### src/rtl/tcce_pkg.sv
`timescale 1ns / 1ps

package tcce_pkg;

	localparam int CHAR_W    = 8;
	localparam int COORD_W   = 8;
	localparam int GLYPH_W   = 7;
	localparam int COLOR_W   = 24;
	localparam int CFG_IDX_W = 3;
	localparam int CFG_DAT_W = 24;

	localparam int FIFO_DEPTH = 4;

	// character codes
	localparam logic [CHAR_W-1:0] CODE_BACKSPACE = 8'd8;
	localparam logic [CHAR_W-1:0] CODE_TAB       = 8'd9;
	localparam logic [CHAR_W-1:0] CODE_NEWLINE   = 8'd10;
	localparam logic [CHAR_W-1:0] CODE_RETURN    = 8'd13;
	localparam logic [CHAR_W-1:0] CODE_SPACE     = 8'd32;
	localparam logic [CHAR_W-1:0] PRINT_LOW      = 8'd32;
	localparam logic [CHAR_W-1:0] PRINT_HIGH     = 8'd126;

	// configuration register indexes
	localparam logic [CFG_IDX_W-1:0] REG_COLUMNS   = 3'd0;
	localparam logic [CFG_IDX_W-1:0] REG_TEXT_ROWS = 3'd1;
	localparam logic [CFG_IDX_W-1:0] REG_FG_COLOR  = 3'd2;
	localparam logic [CFG_IDX_W-1:0] REG_BG_COLOR  = 3'd3;
	localparam logic [CFG_IDX_W-1:0] REG_ENABLE    = 3'd4;

	// reset values of the configuration registers
	localparam logic [COORD_W-1:0] RST_COLUMNS   = 8'd80;
	localparam logic [COORD_W-1:0] RST_TEXT_ROWS = 8'd25;
	localparam logic [COLOR_W-1:0] RST_FG_COLOR  = 24'hC0C0C0;
	localparam logic [COLOR_W-1:0] RST_BG_COLOR  = 24'h000000;

	// result command codes
	localparam logic CMD_DRAW   = 1'b0;
	localparam logic CMD_SCROLL = 1'b1;

	typedef enum logic [2:0] {
		OP_NONE,
		OP_NEWLINE,
		OP_RETURN,
		OP_TAB,
		OP_BACKSPACE,
		OP_PRINT
	} op_t;

	typedef struct packed {
		op_t                op;
		logic [GLYPH_W-1:0] glyph;
	} item_t;

	typedef struct packed {
		logic  valid;
		item_t item;
	} qport_t;

	typedef struct packed {
		logic [COORD_W-1:0] columns;
		logic [COORD_W-1:0] text_rows;
		logic [COLOR_W-1:0] fg;
		logic [COLOR_W-1:0] bg;
	} geom_cfg_t;

	typedef struct packed {
		logic               command;
		logic [COORD_W-1:0] cell_column;
		logic [COORD_W-1:0] cell_row;
		logic [GLYPH_W-1:0] glyph;
		logic [COLOR_W-1:0] draw_fg;
		logic [COLOR_W-1:0] draw_bg;
		logic               last;
	} res_t;

endpackage

### src/rtl/tcce_char_if.sv
`timescale 1ns / 1ps

interface tcce_char_if import tcce_pkg::*; ();
	logic              valid;
	logic              ready;
	logic [CHAR_W-1:0] char_code;

	modport source (output valid, output char_code, input ready);
	modport sink (input valid, input char_code, output ready);
endinterface

### src/rtl/tcce_cmd_if.sv
`timescale 1ns / 1ps

interface tcce_cmd_if import tcce_pkg::*; ();
	logic               valid;
	logic               ready;
	logic               command;
	logic [COORD_W-1:0] cell_column;
	logic [COORD_W-1:0] cell_row;
	logic [GLYPH_W-1:0] glyph;
	logic [COLOR_W-1:0] draw_fg;
	logic [COLOR_W-1:0] draw_bg;
	logic               last;

	modport source (output valid, output command, output cell_column, output cell_row,
		output glyph, output draw_fg, output draw_bg, output last, input ready);
	modport sink (input valid, input command, input cell_column, input cell_row,
		input glyph, input draw_fg, input draw_bg, input last, output ready);
endinterface

### src/rtl/tcce_cfg_if.sv
`timescale 1ns / 1ps

interface tcce_cfg_if import tcce_pkg::*; ();
	logic                 valid;
	logic                 ready;
	logic [CFG_IDX_W-1:0] reg_index;
	logic [CFG_DAT_W-1:0] data;

	modport source (output valid, output reg_index, output data, input ready);
	modport sink (input valid, input reg_index, input data, output ready);
endinterface

### src/rtl/tcce_front.sv
`timescale 1ns / 1ps

module tcce_front import tcce_pkg::*; (
	tcce_char_if.sink chars,
	input  logic      display_enable,
	input  logic      push_ready,
	output qport_t    push
);

	item_t item;

	always_comb begin
		item.op    = OP_NONE;
		item.glyph = chars.char_code[GLYPH_W-1:0];
		unique case (chars.char_code)
			CODE_NEWLINE:   item.op = OP_NEWLINE;
			CODE_RETURN:    item.op = OP_RETURN;
			CODE_BACKSPACE: item.op = OP_BACKSPACE;
			CODE_TAB: begin
				item.op    = OP_TAB;
				item.glyph = CODE_SPACE[GLYPH_W-1:0];
			end
			default: begin
				if (chars.char_code >= PRINT_LOW && chars.char_code <= PRINT_HIGH)
					item.op = OP_PRINT;
			end
		endcase
	end

	// drop codes with no effect and everything while the display is off
	assign chars.ready = push_ready;
	assign push.valid  = chars.valid && push_ready && display_enable && (item.op != OP_NONE);
	assign push.item   = item;

endmodule

### src/rtl/tcce_fifo.sv
`timescale 1ns / 1ps

module tcce_fifo import tcce_pkg::*; (
	input  logic   clk,
	input  logic   arst_n,
	input  qport_t push,
	output logic   push_ready,
	output qport_t head,
	input  logic   pop
);

	localparam int PTR_W = (FIFO_DEPTH > 1) ? $clog2(FIFO_DEPTH) : 1;
	localparam int CNT_W = $clog2(FIFO_DEPTH + 1);

	item_t            mem_q [FIFO_DEPTH];
	logic [PTR_W-1:0] wr_ptr_q;
	logic [PTR_W-1:0] rd_ptr_q;
	logic [CNT_W-1:0] count_q;
	logic             do_push;
	logic             do_pop;

	assign push_ready = (count_q != CNT_W'(FIFO_DEPTH));
	assign head.valid = (count_q != '0);
	assign head.item  = mem_q[rd_ptr_q];
	assign do_push    = push.valid && push_ready;
	assign do_pop     = pop && head.valid;

	always_ff @(posedge clk) begin
		if (do_push)
			mem_q[wr_ptr_q] <= push.item;
	end

	always_ff @(posedge clk or negedge arst_n) begin
		if (!arst_n) begin
			wr_ptr_q <= '0;
			rd_ptr_q <= '0;
			count_q  <= '0;
		end else begin
			if (do_push)
				wr_ptr_q <= (wr_ptr_q == PTR_W'(FIFO_DEPTH - 1)) ? '0 : wr_ptr_q + 1'b1;
			if (do_pop)
				rd_ptr_q <= (rd_ptr_q == PTR_W'(FIFO_DEPTH - 1)) ? '0 : rd_ptr_q + 1'b1;
			if (do_push && !do_pop)
				count_q <= count_q + 1'b1;
			else if (do_pop && !do_push)
				count_q <= count_q - 1'b1;
		end
	end

endmodule

### src/rtl/tcce_back.sv
`timescale 1ns / 1ps

module tcce_back import tcce_pkg::*; #(
	parameter int TAB_SPACES = 4
) (
	input  logic      clk,
	input  logic      arst_n,
	input  geom_cfg_t geom,
	input  qport_t    head,
	output logic      pop,
	tcce_cmd_if.source cmds
);

	localparam int SPW = (TAB_SPACES > 1) ? $clog2(TAB_SPACES) : 1;

	typedef enum logic [1:0] {
		PH_MAIN,
		PH_SCROLL,
		PH_BS_OLD
	} phase_t;

	phase_t             phase_q, phase_n;
	logic [COORD_W-1:0] col_q, col_n, row_q, row_n;
	logic [COORD_W-1:0] old_col_q, old_col_n, old_row_q, old_row_n;
	logic [SPW-1:0]     spaces_q, spaces_n;
	res_t               res_q, res_n;
	logic               out_valid_q;

	logic [COORD_W-1:0] eff_cols, eff_rows;
	logic [COORD_W:0]   col_inc, row_inc;
	logic               wrap, row_over, last_space, moved;
	logic               need_emit, can_emit, fire;
	res_t               draw_res, scroll_res;

	assign eff_cols   = (geom.columns == '0) ? COORD_W'(1) : geom.columns;
	assign eff_rows   = (geom.text_rows == '0) ? COORD_W'(1) : geom.text_rows;
	assign col_inc    = {1'b0, col_q} + 1'b1;
	assign row_inc    = {1'b0, row_q} + 1'b1;
	assign wrap       = col_inc >= {1'b0, eff_cols};
	assign row_over   = row_inc >= {1'b0, eff_rows};
	assign last_space = (head.item.op == OP_TAB) ? (spaces_q == SPW'(TAB_SPACES - 1)) : 1'b1;
	assign moved      = (col_q != '0) || (row_q != '0);
	assign can_emit   = !out_valid_q || cmds.ready;
	assign fire       = head.valid && (!need_emit || can_emit);

	always_comb begin
		scroll_res         = '0;
		scroll_res.command = CMD_SCROLL;
		draw_res           = '0;
		draw_res.command   = CMD_DRAW;
		draw_res.draw_fg   = geom.fg;
		draw_res.draw_bg   = geom.bg;

		phase_n   = phase_q;
		col_n     = col_q;
		row_n     = row_q;
		old_col_n = old_col_q;
		old_row_n = old_row_q;
		spaces_n  = spaces_q;
		res_n     = draw_res;
		need_emit = 1'b0;
		pop       = 1'b0;

		unique case (phase_q)
			PH_MAIN: begin
				case (head.item.op)
					OP_PRINT, OP_TAB: begin
						need_emit         = 1'b1;
						res_n.cell_column = col_q;
						res_n.cell_row    = row_q;
						res_n.glyph       = head.item.glyph;
						res_n.last        = last_space;
						if (wrap) begin
							col_n = '0;
							if (row_over) begin
								row_n      = eff_rows - 1'b1;
								phase_n    = PH_SCROLL;
								res_n.last = 1'b0;
							end else begin
								row_n = row_inc[COORD_W-1:0];
							end
						end else begin
							col_n = col_inc[COORD_W-1:0];
						end
						if (!(wrap && row_over)) begin
							pop      = last_space;
							spaces_n = last_space ? '0 : spaces_q + 1'b1;
						end
					end
					OP_NEWLINE: begin
						col_n = '0;
						pop   = 1'b1;
						if (row_over) begin
							need_emit  = 1'b1;
							res_n      = scroll_res;
							res_n.last = 1'b1;
							row_n      = eff_rows - 1'b1;
						end else begin
							row_n = row_inc[COORD_W-1:0];
						end
					end
					OP_RETURN: begin
						col_n = '0;
						pop   = 1'b1;
					end
					OP_BACKSPACE: begin
						need_emit = 1'b1;
						old_col_n = col_q;
						old_row_n = row_q;
						if (col_q != '0) begin
							col_n = col_q - 1'b1;
						end else if (row_q != '0) begin
							row_n = row_q - 1'b1;
							col_n = eff_cols - 1'b1;
						end
						res_n.cell_column = col_n;
						res_n.cell_row    = row_n;
						res_n.glyph       = CODE_SPACE[GLYPH_W-1:0];
						res_n.last        = !moved;
						if (moved)
							phase_n = PH_BS_OLD;
						else
							pop = 1'b1;
					end
					default: pop = 1'b1;
				endcase
			end
			PH_SCROLL: begin
				need_emit  = 1'b1;
				res_n      = scroll_res;
				res_n.last = last_space;
				phase_n    = PH_MAIN;
				pop        = last_space;
				spaces_n   = last_space ? '0 : spaces_q + 1'b1;
			end
			PH_BS_OLD: begin
				need_emit         = 1'b1;
				res_n.cell_column = old_col_q;
				res_n.cell_row    = old_row_q;
				res_n.glyph       = CODE_SPACE[GLYPH_W-1:0];
				res_n.last        = 1'b1;
				phase_n           = PH_MAIN;
				pop               = 1'b1;
			end
			default: phase_n = PH_MAIN;
		endcase

		if (!fire)
			pop = 1'b0;
	end

	always_ff @(posedge clk or negedge arst_n) begin
		if (!arst_n) begin
			phase_q     <= PH_MAIN;
			col_q       <= '0;
			row_q       <= '0;
			old_col_q   <= '0;
			old_row_q   <= '0;
			spaces_q    <= '0;
			res_q       <= '0;
			out_valid_q <= 1'b0;
		end else begin
			if (fire) begin
				phase_q   <= phase_n;
				col_q     <= col_n;
				row_q     <= row_n;
				old_col_q <= old_col_n;
				old_row_q <= old_row_n;
				spaces_q  <= spaces_n;
			end
			if (fire && need_emit) begin
				res_q       <= res_n;
				out_valid_q <= 1'b1;
			end else if (cmds.ready) begin
				out_valid_q <= 1'b0;
			end
		end
	end

	assign cmds.valid       = out_valid_q;
	assign cmds.command     = res_q.command;
	assign cmds.cell_column = res_q.cell_column;
	assign cmds.cell_row    = res_q.cell_row;
	assign cmds.glyph       = res_q.glyph;
	assign cmds.draw_fg     = res_q.draw_fg;
	assign cmds.draw_bg     = res_q.draw_bg;
	assign cmds.last        = res_q.last;

endmodule

### src/rtl/text_console_cursor_engine.sv
`timescale 1ns / 1ps
// Text console cursor engine: turns a stream of character bytes into draw-glyph
// and scroll-up commands while tracking the cursor column and row.
// Channels: chars (sink) takes one character byte per transfer; cmds (source)
// gives one command per transfer, with last set on the final command of each
// character; cfg (sink) writes geometry, colours and the display enable, and is
// always ready. Write cfg only while the block is idle.
// The first command of a character is registered in the queue and then in the
// output register before it is offered on cmds. Throughput: one command per
// cycle on cmds while cmds is ready; the back end handles one character at a
// time and gives one command for a plain print, two for a wrapping print that
// scrolls or a backspace that moves, up to 2*TAB_SPACES (8 by default) for a
// tab. The front accepts one character per cycle while the four-entry queue has
// room, so the command sequencer is the limit on sustained rate.
// Reset: the cursor goes to column 0, row 0; registers take their defaults
// (80 columns, 25 rows, grey on black, display on); queue and output empty.
// When cmds stalls, the output register holds its command, the sequencer
// stops, the queue fills and then chars is back-pressured.
module text_console_cursor_engine import tcce_pkg::*; #(
	parameter int TAB_SPACES = 4
) (
	input  logic       clk,
	input  logic       arst_n,
	tcce_char_if.sink  chars,
	tcce_cmd_if.source cmds,
	tcce_cfg_if.sink   cfg
);

	logic [COORD_W-1:0] columns_q;
	logic [COORD_W-1:0] text_rows_q;
	logic [COLOR_W-1:0] fg_color_q;
	logic [COLOR_W-1:0] bg_color_q;
	logic               display_enable_q;

	geom_cfg_t geom;
	qport_t    push;
	qport_t    head;
	logic      push_ready;
	logic      pop;

	// configuration registers: always accept, ignore indexes beyond the list
	assign cfg.ready = 1'b1;

	always_ff @(posedge clk or negedge arst_n) begin
		if (!arst_n) begin
			columns_q        <= RST_COLUMNS;
			text_rows_q      <= RST_TEXT_ROWS;
			fg_color_q       <= RST_FG_COLOR;
			bg_color_q       <= RST_BG_COLOR;
			display_enable_q <= 1'b1;
		end else if (cfg.valid) begin
			unique case (cfg.reg_index)
				REG_COLUMNS:   columns_q        <= cfg.data[COORD_W-1:0];
				REG_TEXT_ROWS: text_rows_q      <= cfg.data[COORD_W-1:0];
				REG_FG_COLOR:  fg_color_q       <= cfg.data[COLOR_W-1:0];
				REG_BG_COLOR:  bg_color_q       <= cfg.data[COLOR_W-1:0];
				REG_ENABLE:    display_enable_q <= cfg.data[0];
				default: ;
			endcase
		end
	end

	assign geom.columns   = columns_q;
	assign geom.text_rows = text_rows_q;
	assign geom.fg        = fg_color_q;
	assign geom.bg        = bg_color_q;

	// front: classify each byte, drop those with no effect
	tcce_front u_front (
		.chars          (chars),
		.display_enable (display_enable_q),
		.push_ready     (push_ready),
		.push           (push)
	);

	// queue between classification and command sequencing
	tcce_fifo u_fifo (
		.clk        (clk),
		.arst_n     (arst_n),
		.push       (push),
		.push_ready (push_ready),
		.head       (head),
		.pop        (pop)
	);

	// back: cursor state and one command per cycle, while cmds is ready, into the output register
	tcce_back #(
		.TAB_SPACES (TAB_SPACES)
	) u_back (
		.clk    (clk),
		.arst_n (arst_n),
		.geom   (geom),
		.head   (head),
		.pop    (pop),
		.cmds   (cmds)
	);

endmodule

### src/flat_wrapper.sv
// flat-port wrapper written by rule: the top's interface ports become plain ports
module text_console_cursor_engine_flat import tcce_pkg::*;
#(
	parameter int TAB_SPACES = 4
)
  (clk, arst_n, chars_valid, chars_char_code, chars_ready, cmds_valid, cmds_command, cmds_cell_column, cmds_cell_row, cmds_glyph, cmds_draw_fg, cmds_draw_bg, cmds_last, cmds_ready, cfg_valid, cfg_reg_index, cfg_data, cfg_ready);
  tcce_char_if chars_i ();
  tcce_cmd_if cmds_i ();
  tcce_cfg_if cfg_i ();
  input  logic clk;
  input  logic arst_n;
  input wire logic [$bits(chars_i.valid)-1:0] chars_valid;
  input wire logic [$bits(chars_i.char_code)-1:0] chars_char_code;
  output wire logic [$bits(chars_i.ready)-1:0] chars_ready;
  output wire logic [$bits(cmds_i.valid)-1:0] cmds_valid;
  output wire logic [$bits(cmds_i.command)-1:0] cmds_command;
  output wire logic [$bits(cmds_i.cell_column)-1:0] cmds_cell_column;
  output wire logic [$bits(cmds_i.cell_row)-1:0] cmds_cell_row;
  output wire logic [$bits(cmds_i.glyph)-1:0] cmds_glyph;
  output wire logic [$bits(cmds_i.draw_fg)-1:0] cmds_draw_fg;
  output wire logic [$bits(cmds_i.draw_bg)-1:0] cmds_draw_bg;
  output wire logic [$bits(cmds_i.last)-1:0] cmds_last;
  input wire logic [$bits(cmds_i.ready)-1:0] cmds_ready;
  input wire logic [$bits(cfg_i.valid)-1:0] cfg_valid;
  input wire logic [$bits(cfg_i.reg_index)-1:0] cfg_reg_index;
  input wire logic [$bits(cfg_i.data)-1:0] cfg_data;
  output wire logic [$bits(cfg_i.ready)-1:0] cfg_ready;
  assign chars_i.valid = chars_valid;
  assign chars_i.char_code = chars_char_code;
  assign chars_ready = chars_i.ready;
  assign cmds_valid = cmds_i.valid;
  assign cmds_command = cmds_i.command;
  assign cmds_cell_column = cmds_i.cell_column;
  assign cmds_cell_row = cmds_i.cell_row;
  assign cmds_glyph = cmds_i.glyph;
  assign cmds_draw_fg = cmds_i.draw_fg;
  assign cmds_draw_bg = cmds_i.draw_bg;
  assign cmds_last = cmds_i.last;
  assign cmds_i.ready = cmds_ready;
  assign cfg_i.valid = cfg_valid;
  assign cfg_i.reg_index = cfg_reg_index;
  assign cfg_i.data = cfg_data;
  assign cfg_ready = cfg_i.ready;
  text_console_cursor_engine #(.TAB_SPACES(TAB_SPACES)) u_core (.clk(clk), .arst_n(arst_n), .chars(chars_i), .cmds(cmds_i), .cfg(cfg_i));
endmodule
### config.mk
export PLATFORM = sky130hd
export DESIGN_NAME = text_console_cursor_engine_flat
export DESIGN_NICKNAME = d
export VERILOG_FILES = /design/src/rtl/tcce_pkg.sv /design/src/rtl/tcce_char_if.sv /design/src/rtl/tcce_cmd_if.sv /design/src/rtl/tcce_cfg_if.sv /design/src/rtl/tcce_front.sv /design/src/rtl/tcce_fifo.sv /design/src/rtl/tcce_back.sv /design/src/rtl/text_console_cursor_engine.sv /design/src/flat_wrapper.sv
export SDC_FILE = /design/constraint.sdc
export NUM_CORES = 1
export LEC_CHECK = 0
export ABC_AREA = 1
export BUFFER_PORTS_ARGS = -buffer_cell sky130_fd_sc_hd__buf_2
export CORE_MARGIN = 4
export CORE_UTILIZATION = 35
export DETAILED_ROUTE_END_ITERATION = 10
export PLACE_DENSITY = 0.65
export SYNTH_ARGS = -nofsm -noshare
export SYNTH_HDL_FRONTEND = slang
export SYNTH_HIERARCHICAL = 1
export SYNTH_SLANG_ARGS = --single-unit
### constraint.sdc
create_clock -name clk -period 3.09 [get_ports clk]
set_input_delay 0.309 -clock clk [delete_from_list [all_inputs] [get_ports clk]]
set_output_delay 0.309 -clock clk [all_outputs]
set_load 0.03 [all_outputs]
## After elaboration in Yosys (flattened, before gate mapping)

Memories as Yosys holds them, arrays and structs flattened.
Index checks and enable logic that the tools add are counted.

- Memories: 1
- Input port bits: 40
- Bits in registers: 182
- Output and inout port bits: 76
- Word-level logic and storage cells: 161
- RAM bits: 40

Memories:

| memory | words | bits a word | rd ports | clocked after memory_dff | write ports | RTL line | source |
|---|---|---|---|---|---|---|---|
| u_core.u_fifo.mem_q | 4 | 10 | 1 | 0 | 1 | tcce_fifo.sv:15 | `item_t mem_q [FIFO_DEPTH];` |

- Eq/ne operators: 26
- Order comparisons: 4
- $add $sub $neg: 11
- Multiplexer cells: 51
- Reduce and logical (&&, ||, !) cells: 46

Operator list:

| kind | number |
|---|---|
| $pmux W48 S2 | 1 |
| $mux W73 | 1 |
| $mux W8 | 9 |
| $pmux W23 S3 | 1 |
| $mux W48 | 1 |
| $pmux W8 S3 | 2 |
| $pmux W23 S2 | 1 |
| $eq A8 B4 Y1 const B | 4 |
| $sub A8 B1 Y8 const B | 4 |
| $add A8 B1 Y9 const B | 2 |
| $ge A9 B8 Y1 | 2 |
| $mux W2 | 9 |
| $logic_not A8 Y1 | 2 |
| $reduce_bool A8 Y1 | 2 |
| $eq A3 B2 Y1 const B | 4 |
| $mux W1 | 12 |
| $ne A3 B3 Y1 const B | 4 |
| $pmux W3 S4 | 1 |
| $reduce_bool A3 Y1 | 4 |
| $logic_and A1 B1 Y1 | 11 |
| $reduce_and A2 Y1 | 5 |
| $eq A3 B3 Y1 const B | 3 |
| $mux W3 | 3 |
| $pmux W1 S3 | 3 |
| other kinds (24) | 47 |

## Depth between registers and ports, before layout

Gate-level depths: netlist of the first run.

- Word-level depth: 14
- Gate-level depth with buffers: 30
- Gate-level depth less buffers: 30

## Modules after synthesis

The synthesis of the first run kept the hierarchy.

Modules (own cells, without submodules):

| module | instances | cells each | seq. area each (sq um) | area each (sq um) |
|---|---|---|---|---|
| tcce_back | 1 | 909 | 2752.6 | 6774.0 |
| text_console_cursor_engine | 1 | 294 | 1641.6 | 2653.8 |
| tcce_fifo | 1 | 175 | 1376.3 | 2077.0 |
| tcce_front | 1 | 46 | 0.0 | 215.2 |

## Worst setup path after synthesis of the first run

OpenSTA, ideal clock, no wires.

- Path type: register to register
- Start point: register u_core.u_back.col_q[2]
- End point: register u_core.u_fifo.count_q[1]
- Cell stages (with the launch flop): 24
- Path slack: -0.303 ns
- Data required time: 2.963 ns
- Data arrival time: 3.266 ns
- Cell sequence: dfrtp_1 -> inv_2 -> nor3_1 -> inv_1 -> nor2_1 -> inv_1 -> nor3_1 -> xor2_1 -> ha_1 -> inv_1 -> o211ai_1 -> nor2_1 -> nand3_1 -> nand2_1 -> nand2_1 -> o211ai_1 -> nand2_1 -> nor2_1 -> nand2_1 -> ha_1 -> inv_1 -> fa_1 -> nand2_1 -> o21ai_0

- Cells in the longest elaborated chain, start to end: 11
- Elaborated cells on any way between the ends: 16
- Those cells by class: add/sub: 1; order compare: 1; mux: 6; reduce/logical: 8

RTL lines:

| element | RTL line | source |
|---|---|---|
| start: declaration | tcce_back.sv:23 | `logic [COORD_W-1:0] col_q, col_n, row_q, row_n;` |
| start signal: assignment | tcce_back.sv:165 | `col_q <= col_n;` |
| $add A8 B1 Y9 | tcce_back.sv:37 | `assign col_inc = {1'b0, col_q} + 1'b1;` |
| $ge A9 B8 Y1 | tcce_back.sv:39 | `assign wrap = col_inc >= {1'b0, eff_cols};` |
| $logic_and A1 B1 Y1 | tcce_back.sv:85 | `if (!(wrap && row_over)) begin` |
| $mux W1 | tcce_back.sv:85 |  |
| $pmux W1 S2 * | tcce_back.sv:66 | `case (head.item.op)` |
| $pmux W1 S3 * | tcce_back.sv:64 | `unique case (phase_q)` |
| $mux W1 * | tcce_back.sv:148 | `if (!fire)` |
| net u_core.pop | text_console_cursor_engine.sv:39 | `logic pop;` |
| $logic_and A1 B1 Y1 * | tcce_fifo.sv:26 | `assign do_pop = pop && head.valid;` |
| $logic_not A1 Y1 | tcce_fifo.sv:43 | `if (do_push && !do_pop)` |
| $logic_and A1 B1 Y1 | tcce_fifo.sv:43 |  |
| $mux W3 or $reduce_bool A2 Y1 (tied branches) | -- |  |
| end signal: assignment | tcce_fifo.sv:44 | `count_q <= count_q + 1'b1;` |
| end signal: assignment | tcce_fifo.sv:46 | `count_q <= count_q - 1'b1;` |
| end: declaration | tcce_fifo.sv:18 | `logic [CNT_W-1:0] count_q;` |

The timed path passes the listed nets; every way through them passes the cells marked *.
A chain may end at the register's enable or synchronous reset.

## Final worst setup path of the first run

- Start point: register u_core.u_back.col_q[1]
- End point: register u_core.u_fifo.count_q[1]

Same word-level chain as after synthesis.

==> results of run 1 <==
[Yosys cell counts, types with 17 or more instances]
cell / n
sky130_fd_sc_hd__a21oi_1: 22
sky130_fd_sc_hd__buf_6: 18
sky130_fd_sc_hd__clkbuf_1: 21
sky130_fd_sc_hd__dfrtp_1: 170
sky130_fd_sc_hd__edfxtp_1: 40
sky130_fd_sc_hd__ha_1: 34
sky130_fd_sc_hd__inv_1: 112
sky130_fd_sc_hd__nand2_1: 555
sky130_fd_sc_hd__nand3_1: 75
sky130_fd_sc_hd__nand4_1: 41
sky130_fd_sc_hd__nor2_1: 73
sky130_fd_sc_hd__o211ai_1: 22
sky130_fd_sc_hd__o21ai_0: 37
sky130_fd_sc_hd__o21ai_1: 45
sky130_fd_sc_hd__xor2_1: 17
[cell families after synthesis]
logic type | after synthesis | share of synthesized area
adders and majority gates | 35 | 0.0380
buffers and inverters | 193 | 0.0800
and+or+nand+nor | 792 | 0.290
xor gates and xnor gates | 20 | 0.0149
DFF | 222 | 0.492
other | 1 | 0.000320
AOI/OAI and AO/OA | 161 | 0.0846
[final timing paths]
kind | from | endpoint | slack, ns
setup / recovery | u_core/u_back/col_q[1] | u_core/u_fifo/count_q[1] | -0.38
hold / removal | chars_char_code[6] | u_core/u_fifo/mem_q[1][6] | 0.02
setup reg to reg | u_core/u_back/col_q[1] | u_core/u_fifo/count_q[1] | -0.38
hold reg to reg | u_core/fg_color_q[6] | u_core/fg_color_q[6] | 0.46
max in group asynchronous | arst_n | u_core/text_rows_q[3] | 2.03
min in group asynchronous | arst_n | u_core/u_back/spaces_q[1] | 0.29
[state kept, by name, indices dropped and copies added (netlist names), 3 cells and up]
| signal | count |
|---|---|
| u_core/bg_color_q | 24 |
| u_core/columns_q | 8 |
| u_core/fg_color_q | 24 |
| u_core/text_rows_q | 8 |
| u_core/u_back/cmds.cell_column | 8 |
| u_core/u_back/cmds.cell_row | 8 |
| u_core/u_back/cmds.draw_bg | 24 |
| u_core/u_back/cmds.draw_fg | 24 |
| u_core/u_back/cmds.glyph | 7 |
| u_core/u_back/col_q | 8 |
| u_core/u_back/old_col_q | 8 |
| u_core/u_back/old_row_q | 8 |
| u_core/u_back/row_q | 8 |
| u_core/u_fifo/count_q | 3 |
| u_core/u_fifo/mem_q | 40 |
[power groups by stage]
stage | registers [uW] | clock network, uW | logic (uW)
after floorplan | 4790 | 0 | 4640
after global placement | 4240 | 0 | 7690
after detailed placement | 4260 | 0 | 7770
after CTS | 4220 | 2990 | 7940
after global routing | 4330 | 3120 | 9340
final | 4220 | 2910 | 8500
[what timing repair did]
item,CTS,global route
endpoints found under the setup margin,3,78
pin swaps,3,8
hold buffers,20,0
setup buffers,6,6
gates cloned,0,7
gates resized for setup,8,19
hold endpoints to repair,79,0
[stage by stage]
step                setup TNS, ns  setup WS [ns]  power [uW]  hold slack (ns)
floorplan                  -0.225         -0.174        9430           0.0134
global placement           -0.827         -0.411       11900            0.289
detailed placement          -1.04         -0.480       12000            0.293
CTS                        -0.480         -0.269       15200          0.00220
global route                -2.02         -0.595       16800           0.0192
finish                     -0.749         -0.376       15600           0.0246
[final cells by class]
| class | count | area (sq um) | area share |
|---|---|---|---|
| sequential | 222 | 5770 | 0.392 |
| inverter | 124 | 469 | 0.0319 |
| tap | 442 | 553 | 0.0376 |
| multi-input combinational | 1009 | 5120 | 0.348 |
| clock buffer | 33 | 687 | 0.0466 |
| clock inverter | 14 | 119 | 0.00807 |
| timing repair buffer | 270 | 2010 | 0.136 |
[worst reg2reg max path, stage by stage (launching register included)]
cell and delay [ns]:
sky130_fd_sc_hd__dfrtp_1 0.39, sky130_fd_sc_hd__ha_1 0.19, sky130_fd_sc_hd__nand3_1 0.15, sky130_fd_sc_hd__nor2_2 0.15, sky130_fd_sc_hd__xor2_1 0.22, sky130_fd_sc_hd__ha_1 0.29, sky130_fd_sc_hd__a21oi_1 0.15, sky130_fd_sc_hd__o211ai_1 0.11
sky130_fd_sc_hd__nor2_1 0.14, sky130_fd_sc_hd__nand3_2 0.13, sky130_fd_sc_hd__nand2_2 0.10, sky130_fd_sc_hd__nand2_2 0.05, sky130_fd_sc_hd__o211ai_1 0.15, sky130_fd_sc_hd__nand2_1 0.08, sky130_fd_sc_hd__nor2_2 0.17, sky130_fd_sc_hd__nand2_2 0.10
sky130_fd_sc_hd__ha_4 0.18, sky130_fd_sc_hd__inv_2 0.06, sky130_fd_sc_hd__fa_2 0.42, sky130_fd_sc_hd__nand2_1 0.07, sky130_fd_sc_hd__o21ai_1 0.05
[layer usage]
metal | GRT usage | vias up
met2 | 0.293 | 261
met3 | 0.0285 | 66
li1 | - | 5053
met4 | 0.0539 | 0
met1 | 0.235 | 4944
met5 | 0 | -
==> impl_results.md, run 1 <==
- Result of the run: finished with violations
- Failing checks: negative setup slack
- Arr. time, crit path: just under 4 ns
- Wl on met1: about 15000 um
- Path length in cells of the critical path: 20
- Fillers: 3266
- Slew @ Worst Pin: 0.624 ns
- Count of mapped cells out of synthesis: 1424
- Area overhead of the layout relative to synthesis: 25.7%
- Crit path required time: between 3 and 4 ns
- Minimum setup slack in the final design: -0.376 ns
- Cell type contributing the most total cell area after synthesis: sky130_fd_sc_hd__dfrtp_1
- Leading cell type in the layout, fill and taps excluded: sky130_fd_sc_hd__nand2_1
- Peak Freq: 289 MHz
- Detailed-route via count: between 10000 and 15000
- Final design area excluding fillers: around 15000 sq um
- Ordered list of cells on the worst path: ha_1 > nand3_1 > nor2_2 > xor2_1 > ha_1 > a21oi_1 > o211ai_1 > nor2_1 > nand3_2 > nand2_2 > nand2_2 > o211ai_1 > nand2_1 > nor2_2 > nand2_2 > ha_4 > inv_2 > fa_2 > nand2_1 > o21ai_1
- Layout Skew: between 0.02 and 0.025 ns
- Post-DP Area: between 10000 and 15000 sq um
- Clk sinks: between 200 and 250
- Uppermost signal routing layer after detailed routing: met4
- Slowest stage delay, CP: between 0.4 and 0.5 ns
- Post-synthesis sequential element count: around 220
- Std cell rows: 66
- Maximum number of pins on one net before global-route repair: slightly below 80
- Peak ir drop on the vdd network: 0.537 mV
- Netlist cell types: 53
- Top library cells by usage in the layout, fill and taps aside: 546 x sky130_fd_sc_hd__nand2_1, 170 x sky130_fd_sc_hd__dfrtp_1, 117 x sky130_fd_sc_hd__buf_4
- Synth top area share: 0.363
- RD Place Congestion: about 0.95
- Delay-heaviest family, CP: simple AND/OR/NAND/NOR gates
- Die H: between 150 and 200 um
- Finish-stage setup viols: 3
- Worst Reg-to-Reg Cells: 20
- Flop pwr share: 0.270
- Number of detailed-routing iterations run before antenna repair: 5
- I/O Pins: between 100 and 150
- Antenna violations before repair: 0
- Starting Density: 0.357
- Maximum Capacitance Violations: 0
- Inserted Diodes: 0
- Deepest clock path buffer count: 3
- DR WL/cell: approximately 16 um
- Detailed-route wire length: ~34000 um
- Die area: 36500 sq um
- Relative slew margins: 0.583
- Crit path buf inv count: 1
- TritonCTS clock tree: yes
- Min Clock Period, post-route: 3.47 ns
- Number of warnings reported in the yosys synthesis log: 6
- Standby leakage power: 0.00753 uW
- Maximum net fanout on the critical path: 3
- Global-route wire length before repair: roughly 53000 um
- Via-to-Cell Ratio: approximately 5
- PortBufs: approximately 110
- Net switching power of the design: ~7000 uW
- Final HPWL from detailed placement: between 20000 and 25000 um
- Total grt overflow: 0
- Via count of the first global-routing pass: about 10000
- Number of pins exceeding their max-slew limit in the final report: 0
- Post-synthesis instance area: between 10000 and 15000 sq um
- Async SR Flop Fraction: 0.820
- Total length of routed met3 wires: between 1500 and 2000 um
- Clock root buffer master: sky130_fd_sc_hd__clkbuf_16
- Top cells by area, synth: sky130_fd_sc_hd__dfrtp_1 36%, sky130_fd_sc_hd__nand2_1 18%, sky130_fd_sc_hd__edfxtp_1 10%, sky130_fd_sc_hd__ha_1 3.6%, sky130_fd_sc_hd__inv_1 3.6%
- Part of the power in the clock network: 0.186
- Gate power share: 0.544
- Startpoint Class: flip-flop
- Prevailing post-synth register cell: sky130_fd_sc_hd__dfrtp_1
- Cell with the largest stage delay on the worst path: sky130_fd_sc_hd__fa_2
- TritonCTS Buffers: 26
- RSZ-0062 raised after global routing: yes
- Skew-Pair Late Insertion Delay: between 0.5 and 0.6 ns
- Global-route total usage across every layer: 0.175
- Worst Setup End Kind: flip-flop
- Detailed route wirelength on metal2: ~16000 um
- Post-synth EDFFs: 40
- Total core area: between 30000 and 40000 sq um
- Final core utilization: 0.449
- DRC violations left: 0
- Net total in the final layout: around 1700
- Non-filler instance count after layout: 2114
- Number of stages on the worst hold path: 1
- Worst-path clk slew: 0.06 ns
- Placed Cells: around 2000
- Internal portion of total power: around 8600 uW
- DIE WIDTH: between 150 and 200 um
- Most frequent CP cell: sky130_fd_sc_hd__nand2_2
- Register area share after synthesis: 0.492
- Iter 0 DRT Violations: 740
- CTS H-tree lvls: 1
- Post-synthesis net count: ~1500
- Type of the tightest min-delay check: in2reg
- Pwr/cell area: about 1100 nW/um^2
- Final clock period utilization by the worst path: 1.12
- Synthesized area per cell: between 8 and 9 sq um
- Worst setup path class: reg2reg
- Net switching fraction of the power: 0.452
- Share of post-route cells with drive strength above 1: 0.236
- ANT nets after route: 0
- Final hold violation count: 0
No activity file was read; power rests on OpenSTA's default activity.
==> run 2: changes to the inputs <==
SKIP_LAST_GASP = 1   (was default)
==> run 2 against run 1 <==
  * The run still ends with negative setup slack left
  * First-iteration DRC count fell by 0.81%
  * Clock skew fell by 0.00052 ns
  * Wire length barely moved
  * Via count fell by 0.35%
  * Sequential power barely moved
  * Critical path depth did not move
  * Combinational power barely moved
  * Total power fell by 0.12%
  * Design area barely moved
  * Flip-flop and latch count did not move
  * Critical endpoint unchanged
  * Highest routed layer unchanged
==> impl_results.md, run 2 (synthesized netlist as in run 1, its figures left out) <==
- Peak Freq: 287 MHz (-0.42%)
- Launch point of the worst path: u_core/u_back/col_q[1]
- TritonCTS Buffers: 26 (unchanged)
- ANT nets after route: 0 (unchanged)
- Layout Skew: 0.0208 ns (-0.000516 ns)
- Largest register FFs: 40 (unchanged)
- Maximum number of pins on one net before global-route repair: 79 (unchanged)
- Detailed-route via count: 10288 (-0.35%)
- Peak ir drop on the vdd network: 0.536 mV (about the same)
- Crit Reg-Reg Endpoint: u_core/u_fifo/count_q[1]
- Fillers: 3269 (+0.092%)
- Result of the run: finished with violations
- Relative slew margins: 0.583 (about the same)
- Leading cell type in the layout, fill and taps excluded: sky130_fd_sc_hd__nand2_1
- Worst-path clk slew: 0.06 ns (about the same)
- Multi-input logic area: 5120 sq um (about the same)
- Std cell rows: 66 (unchanged)
- Type of the tightest min-delay check: in2reg
- Worst setup timing slack at the placement stage: -0.480 ns (unchanged)
- Final worst hold slack: 0.0251 ns (+0.000545 ns)
- Top library cells by usage in the layout, fill and taps aside: 546 x sky130_fd_sc_hd__nand2_1, 170 x sky130_fd_sc_hd__dfrtp_1, 117 x sky130_fd_sc_hd__buf_4
- Global-route total usage across every layer: 0.175 (unchanged)
- Die H: 191 um (unchanged)
- Flip-flop and latch area: 5770 sq um (unchanged)
- Failing checks: negative setup slack
- Final HPWL from detailed placement: 22500 um (unchanged)
- Skew-Pair Late Insertion Delay: 0.55 ns (about the same)
- Startpoint Class: flip-flop
- Final clock period utilization by the worst path: 1.13 (+0.00473)
- Number of detailed-routing iterations run before antenna repair: 5 (unchanged)
- I/O Pins: 116 (unchanged)
- RSZ-0062 raised after global routing: yes
- Maximum Capacitance Violations: 0 (unchanged)
- Worst R2R Start: u_core/u_back/col_q[1]
- DIE WIDTH: 191 um (unchanged)
- Slew @ Worst Pin: 0.623 ns (-0.000178 ns)
- Net total in the final layout: 1728 (unchanged)
- Pwr/cell area: 1060 nW/um^2 (about the same)
- Detailed-route wire length: 33500 um (about the same)
- Iter 0 DRT Violations: 734 (-0.81%)
- Worst Setup End Kind: flip-flop
- Total grt overflow: 0 (unchanged)
- Register-to-register path setup slack: -0.39 ns (about the same)
- Area overhead of the layout relative to synthesis: 25.6% (about the same)
- Via count of the first global-routing pass: 10092 (unchanged)
- Global-route wire length before repair: 52500 um (unchanged)
- Die area: 36500 sq um (unchanged)
- TritonCTS clock tree: yes
- Via-to-Cell Ratio: 4.87 (-0.35%)
- Share of post-route cells with drive strength above 1: 0.234 (-0.00120)
- Clk sinks: 222 (unchanged)
- Arr. time, crit path: 3.91 ns (about the same)
- Post-layout power: 15600 uW (-0.12%)
- Total core area: 32800 sq um (unchanged)
- Antenna violations before repair: 0 (unchanged)
- Inserted Diodes: 0 (unchanged)
- Starting Density: 0.357 (unchanged)
- Clock root buffer master: sky130_fd_sc_hd__clkbuf_16
- Finish-stage setup viols: 3 (unchanged)
- Deepest clock path buffer count: 3 (unchanged)
- DR WL/cell: 15.8 um (about the same)
- Min Clock Period, post-route: 3.48 ns (+0.0146 ns)
- Worst Reg-to-Reg Cells: 20 (unchanged)
- Register ranked first by flip-flop count: u_core/u_fifo/mem_q
- CTS H-tree lvls: 1 (unchanged)
- Standby leakage power: 0.00753 uW (about the same)
- DRC violations left: 0 (unchanged)
- Worst setup path class: reg2reg
- Maximum net fanout on the critical path: 3 (unchanged)
- Minimum setup slack in the final design: -0.391 ns (-0.0146 ns)
- Number of pins exceeding their max-slew limit in the final report: 0 (unchanged)
- Final core utilization: 0.449 (about the same)
- Final hold violation count: 0 (unchanged)
- Final design area excluding fillers: 14700 sq um (about the same)
- Critical path destination: u_core/u_fifo/count_q[1]
- PortBufs: 114 (unchanged)
- Post-DP Area: 13400 sq um (unchanged)
- RD Place Congestion: 0.947 (unchanged)
- Crit path required time: 3.52 ns (about the same)
run 2: cell counts in the layout (fill, tap and decap cells not counted):
Identical to the previous run, type by type.
run 2: final cells by class:
cell class              instances  area share
clock buffers                  33      0.0467
clock inverters                14     0.00807
inverters                     124      0.0319
multi-input cells            1009       0.348
flip-flops and latches        222       0.392
well taps                     442      0.0376
repair buffers                270       0.136
run 2: worst min path at each step:
stage	start	to	cells past startpoint
after floorplan	arst_n	u_core/bg_color_q[0]	0
after global placement	arst_n	u_core/u_back/cmds.cell_column[4]	1
after detailed placement	arst_n	u_core/u_back/cmds.cell_column[4]	1
after CTS	chars_char_code[6]	u_core/u_fifo/mem_q[1][6]	1
after global routing	chars_char_code[6]	u_core/u_fifo/mem_q[1][6]	1
final	chars_char_code[6]	u_core/u_fifo/mem_q[1][6]	1
run 2: worst max-delay path, cell delays in order (launching register included):
cell	delay, ns
sky130_fd_sc_hd__dfrtp_1	0.39
sky130_fd_sc_hd__ha_1	0.19
sky130_fd_sc_hd__nand3_1	0.15
sky130_fd_sc_hd__nor2_2	0.15
sky130_fd_sc_hd__xor2_1	0.22
sky130_fd_sc_hd__ha_1	0.29
sky130_fd_sc_hd__a21oi_1	0.15
sky130_fd_sc_hd__o211ai_1	0.11
sky130_fd_sc_hd__nor2_1	0.14
sky130_fd_sc_hd__nand3_2	0.13
sky130_fd_sc_hd__nand2_2	0.10
sky130_fd_sc_hd__nand2_2	0.05
sky130_fd_sc_hd__o211ai_1	0.15
sky130_fd_sc_hd__nand2_1	0.08
sky130_fd_sc_hd__nor2_2	0.17
sky130_fd_sc_hd__nand2_2	0.10
sky130_fd_sc_hd__ha_4	0.18
sky130_fd_sc_hd__inv_2	0.06
sky130_fd_sc_hd__fa_2	0.42
sky130_fd_sc_hd__nand2_1	0.07
sky130_fd_sc_hd__o21ai_0	0.07
run 2: what timing repair did:
item                                   CTS  global route
gates cloned                             0             7
pin swaps                                3             8
hold buffers                            20             0
setup endpoints to repair                3            78
endpoints found under the hold margin   79             0
resized for setup                        6            18
setup buffers                            6             6
run 2: per-layer routing:
layer,global-route usage,part of all wire,vias up,routed length [um]
li1,-,-,5054,-
met1,0.235,0.45,4917,15100
met2,0.293,0.47,253,15900
met3,0.0285,0.046,64,1550
met4,0.0539,0.028,0,954
met5,0,0,-,0
run 2: per-stage QoR:
step                cells  TNS (ns)
floorplan            1424    -0.225
global placement     2028    -0.827
detailed placement   2028     -1.04
CTS                  2101    -0.500
global route         2114     -2.07
finish               2114    -0.776
run 2: report_power, final:
part | internal, uW | switching (uW) | leakage [uW]
logic | 3160 | 5330 | 0.00445
registers | 3750 | 476 | 0.00269
clock network | 1660 | 1250 | 0.000388
==> run 3: changes to the inputs <==
BUFFER_PORTS_ARGS = default   (was -buffer_cell sky130_fd_sc_hd__buf_2)
DONT_BUFFER_PORTS = 1   (was default)
PLACE_DENSITY = 0.62   (was 0.65)
==> run 3 against run 2 <==
  * The run ends with negative hold slack, negative setup slack left
  * Count of clock-buffer cells in the layout grew 5
  * First-iteration DRC count shrank 12%
  * Wire length grew 2.0%
  * Critical path depth grew 1
  * Largest power group unchanged
==> impl_results.md, run 3 (synthesized netlist as in run 1, its figures left out) <==
- Layout Skew: 0.0159 ns (-0.00487 ns)
- Share of post-route cells with drive strength above 1: 0.203 (-0.0317)
- Inserted Diodes: 0 (unchanged)
- Die area: 36500 sq um (unchanged)
- Std cell rows: 66 (unchanged)
- Clk sinks: 222 (unchanged)
- Fillers: 3231 (-1.2%)
- Crit path required time: 3.52 ns (about the same)
- CTS H-tree lvls: 1 (unchanged)
- Result of the run: finished with violations
- PortBufs: 0 (-100%)
- Total core area: 32800 sq um (unchanged)
- DRC violations left: 0 (unchanged)
- TritonCTS Buffers: 26 (unchanged)
- Starting Density: 0.357 (unchanged)
- Global-route total usage across every layer: 0.176 (+0.00100)
- Most frequent CP cell: sky130_fd_sc_hd__nand2_2
- Multi-input logic area: 5260 sq um (+2.8%)
- Flip-flop and latch area: 5770 sq um (unchanged)
- Via count of the first global-routing pass: 9975 (-1.2%)
- Relative slew margins: 0.551 (-0.0324)
- Worst setup path class: reg2reg
- Startpoint Class: flip-flop
- RD Place Congestion: 0.901 (-4.8%)
- Standby leakage power: 0.00713 uW (-5.3%)
- Via-to-Cell Ratio: 4.96 (+1.8%)
- DR WL/cell: 16.9 um (+6.8%)
- Total grt overflow: 0 (unchanged)
- Arr. time, crit path: 3.91 ns (about the same)
- Worst Setup End Kind: flip-flop
- Detailed-route via count: 10011 (-2.7%)
- Min Clock Period, post-route: 3.48 ns (+0.00103 ns)
- Final HPWL from detailed placement: 21600 um (-4.1%)
- ANT nets after route: 0 (unchanged)
- Die H: 191 um (unchanged)
- Pwr/cell area: 1090 nW/um^2 (+2.4%)
- DIE WIDTH: 191 um (unchanged)
- Slowest stage delay, CP: 0.42 ns (about the same)
- Maximum net fanout on the critical path: 3 (unchanged)
- Ordered list of cells on the worst path: buf_4 > ha_2 > nand3_4 > nor2_4 > xor2_2 > ha_1 > a21oi_1 > o211ai_1 > nor2_1 > nand3_2 > nand2_2 > nand2_2 > o211ai_1 > nand2_1 > nor2_2 > nand2_2 > ha_4 > inv_4 > fa_2 > nand2_1 > o21ai_0
- Type of the tightest min-delay check: in2async
- Register-to-register path setup slack: -0.39 ns (about the same)
- Accumulated negative setup slack: -1.09 ns (-0.309 ns)
- Worst Reg-to-Reg Cells: 21 (+5.0%)
- Final core utilization: 0.441 (-0.00782)
- Iter 0 DRT Violations: 648 (-12%)
- Number of detailed-routing iterations run before antenna repair: 7 (+2)
- Register ranked first by flip-flop count: u_core/u_fifo/mem_q
- Crit Reg-Reg Endpoint: u_core/u_fifo/count_q[1]
- TritonCTS clock tree: yes
- Maximum Capacitance Violations: 0 (unchanged)
- Top library cells by usage in the layout, fill and taps aside: 527 x sky130_fd_sc_hd__nand2_1, 170 x sky130_fd_sc_hd__dfrtp_1, 130 x sky130_fd_sc_hd__buf_4
- Peak ir drop on the vdd network: 0.671 mV (+25%)
- Count of hold buffers inserted by post-cts repair: 31 (+55%)
- Final worst hold slack: -0.540 ns (-0.565 ns)
- Area overhead of the layout relative to synthesis: 23.4%
- Leading cell type in the layout, fill and taps excluded: sky130_fd_sc_hd__nand2_1
- Antenna violations before repair: 1 (+1)
- Number of pins exceeding their max-slew limit in the final report: 0 (unchanged)
- Worst-path clk slew: 0.06 ns (about the same)
- Skew-Pair Late Insertion Delay: 0.55 ns (about the same)
- Cell with the largest stage delay on the worst path: sky130_fd_sc_hd__fa_2
- Launch point of the worst path: u_core/u_back/col_q[1]
- Finish-stage setup viols: 4 (+1)
- Peak Freq: 287 MHz (about the same)
- Worst setup timing slack at the placement stage: -0.440 ns (+0.0399 ns)
- RSZ-0062 raised after global routing: yes
- Final hold violation count: 182 (+182)
- Deepest clock path buffer count: 3 (unchanged)
- Slew @ Worst Pin: 0.672 ns (+0.0485 ns)
- Maximum number of pins on one net before global-route repair: 183 (+130%)
- Final clock period utilization by the worst path: 1.13 (about the same)
- Clock root buffer master: sky130_fd_sc_hd__clkbuf_16
- Minimum setup slack in the final design: -0.392 ns (-0.00103 ns)
- Global-route wire length before repair: 52200 um (-0.51%)
- Net total in the final layout: 1633 (-5.5%)
- Worst R2R Start: u_core/u_back/col_q[1]
- I/O Pins: 116 (unchanged)
- Detailed-route wire length: 34200 um (+2.0%)
- Largest register FFs: 40 (unchanged)
- Failing checks: negative hold slack, negative setup slack
## run 3: where the power goes
part	total (uW)	internal (uW)	switching, uW	leakage [uW]
logic	7650	2960	4690	0.00401
clock network	3130	1880	1250	0.000424
registers	4930	3740	1190	0.00269
## run 3: per-stage QoR
| stage | std cells | cell area, sq um | total power [uW] |
|---|---|---|---|
| 2_1_floorplan | 1424 | 11800 | 9430 |
| 3_3_place_gp | 1908 | 12700 | 11300 |
| 3_5_place_dp | 1908 | 12700 | 11400 |
| 4_1_cts | 2010 | 14100 | 14900 |
| 5_1_grt | 2020 | 14500 | 16800 |
| 6_report | 2020 | 14500 | 15700 |
## run 3: cell type report
class,instances,area share
sequential,222,0.399
multi-input combinational,1009,0.364
timing repair buffer,175,0.106
clock buffer,38,0.0524
tap,442,0.0382
inverter,124,0.0327
clock inverter,10,0.00830
## run 3: timing repair
action | in CTS | in global routing
setup buffers | 23 | 6
hold endpoints to repair | 263 | 182
endpoints found under the setup margin | 3 | 78
resized for setup | 9 | 56
pin swaps | 6 | 10
gates cloned | 0 | 5
## run 3: worst max path at each step
stage               depth (start not counted)                        to
finish                                     21  u_core/u_fifo/count_q[1]
global route                               23  u_core/u_fifo/count_q[1]
CTS                                        23  u_core/u_fifo/count_q[1]
detailed placement                         23  u_core/u_fifo/count_q[1]
global placement                           23  u_core/u_fifo/count_q[1]
floorplan                                  23  u_core/u_fifo/count_q[1]
## run 3: critical path, delay by kind of cell (launching register included)
family | cells | cell delay, ns
fa+ha+maj | 4 | 1.07
simple gates | 10 | 1.07
compound gates | 4 | 0.48
flops | 1 | 0.38
xor+xnor | 1 | 0.17
buf+inv | 2 | 0.17
## run 3: metal layers
layer  wire [um]  part of all wire  vias up  GRT usage
li1            -                 -     4852          -
met1       14700              0.43     4801      0.229
met2       16500              0.48      286      0.296
met3        2040             0.060       70     0.0369
met4         937             0.027        2     0.0547
met5          13           0.00038        -          0
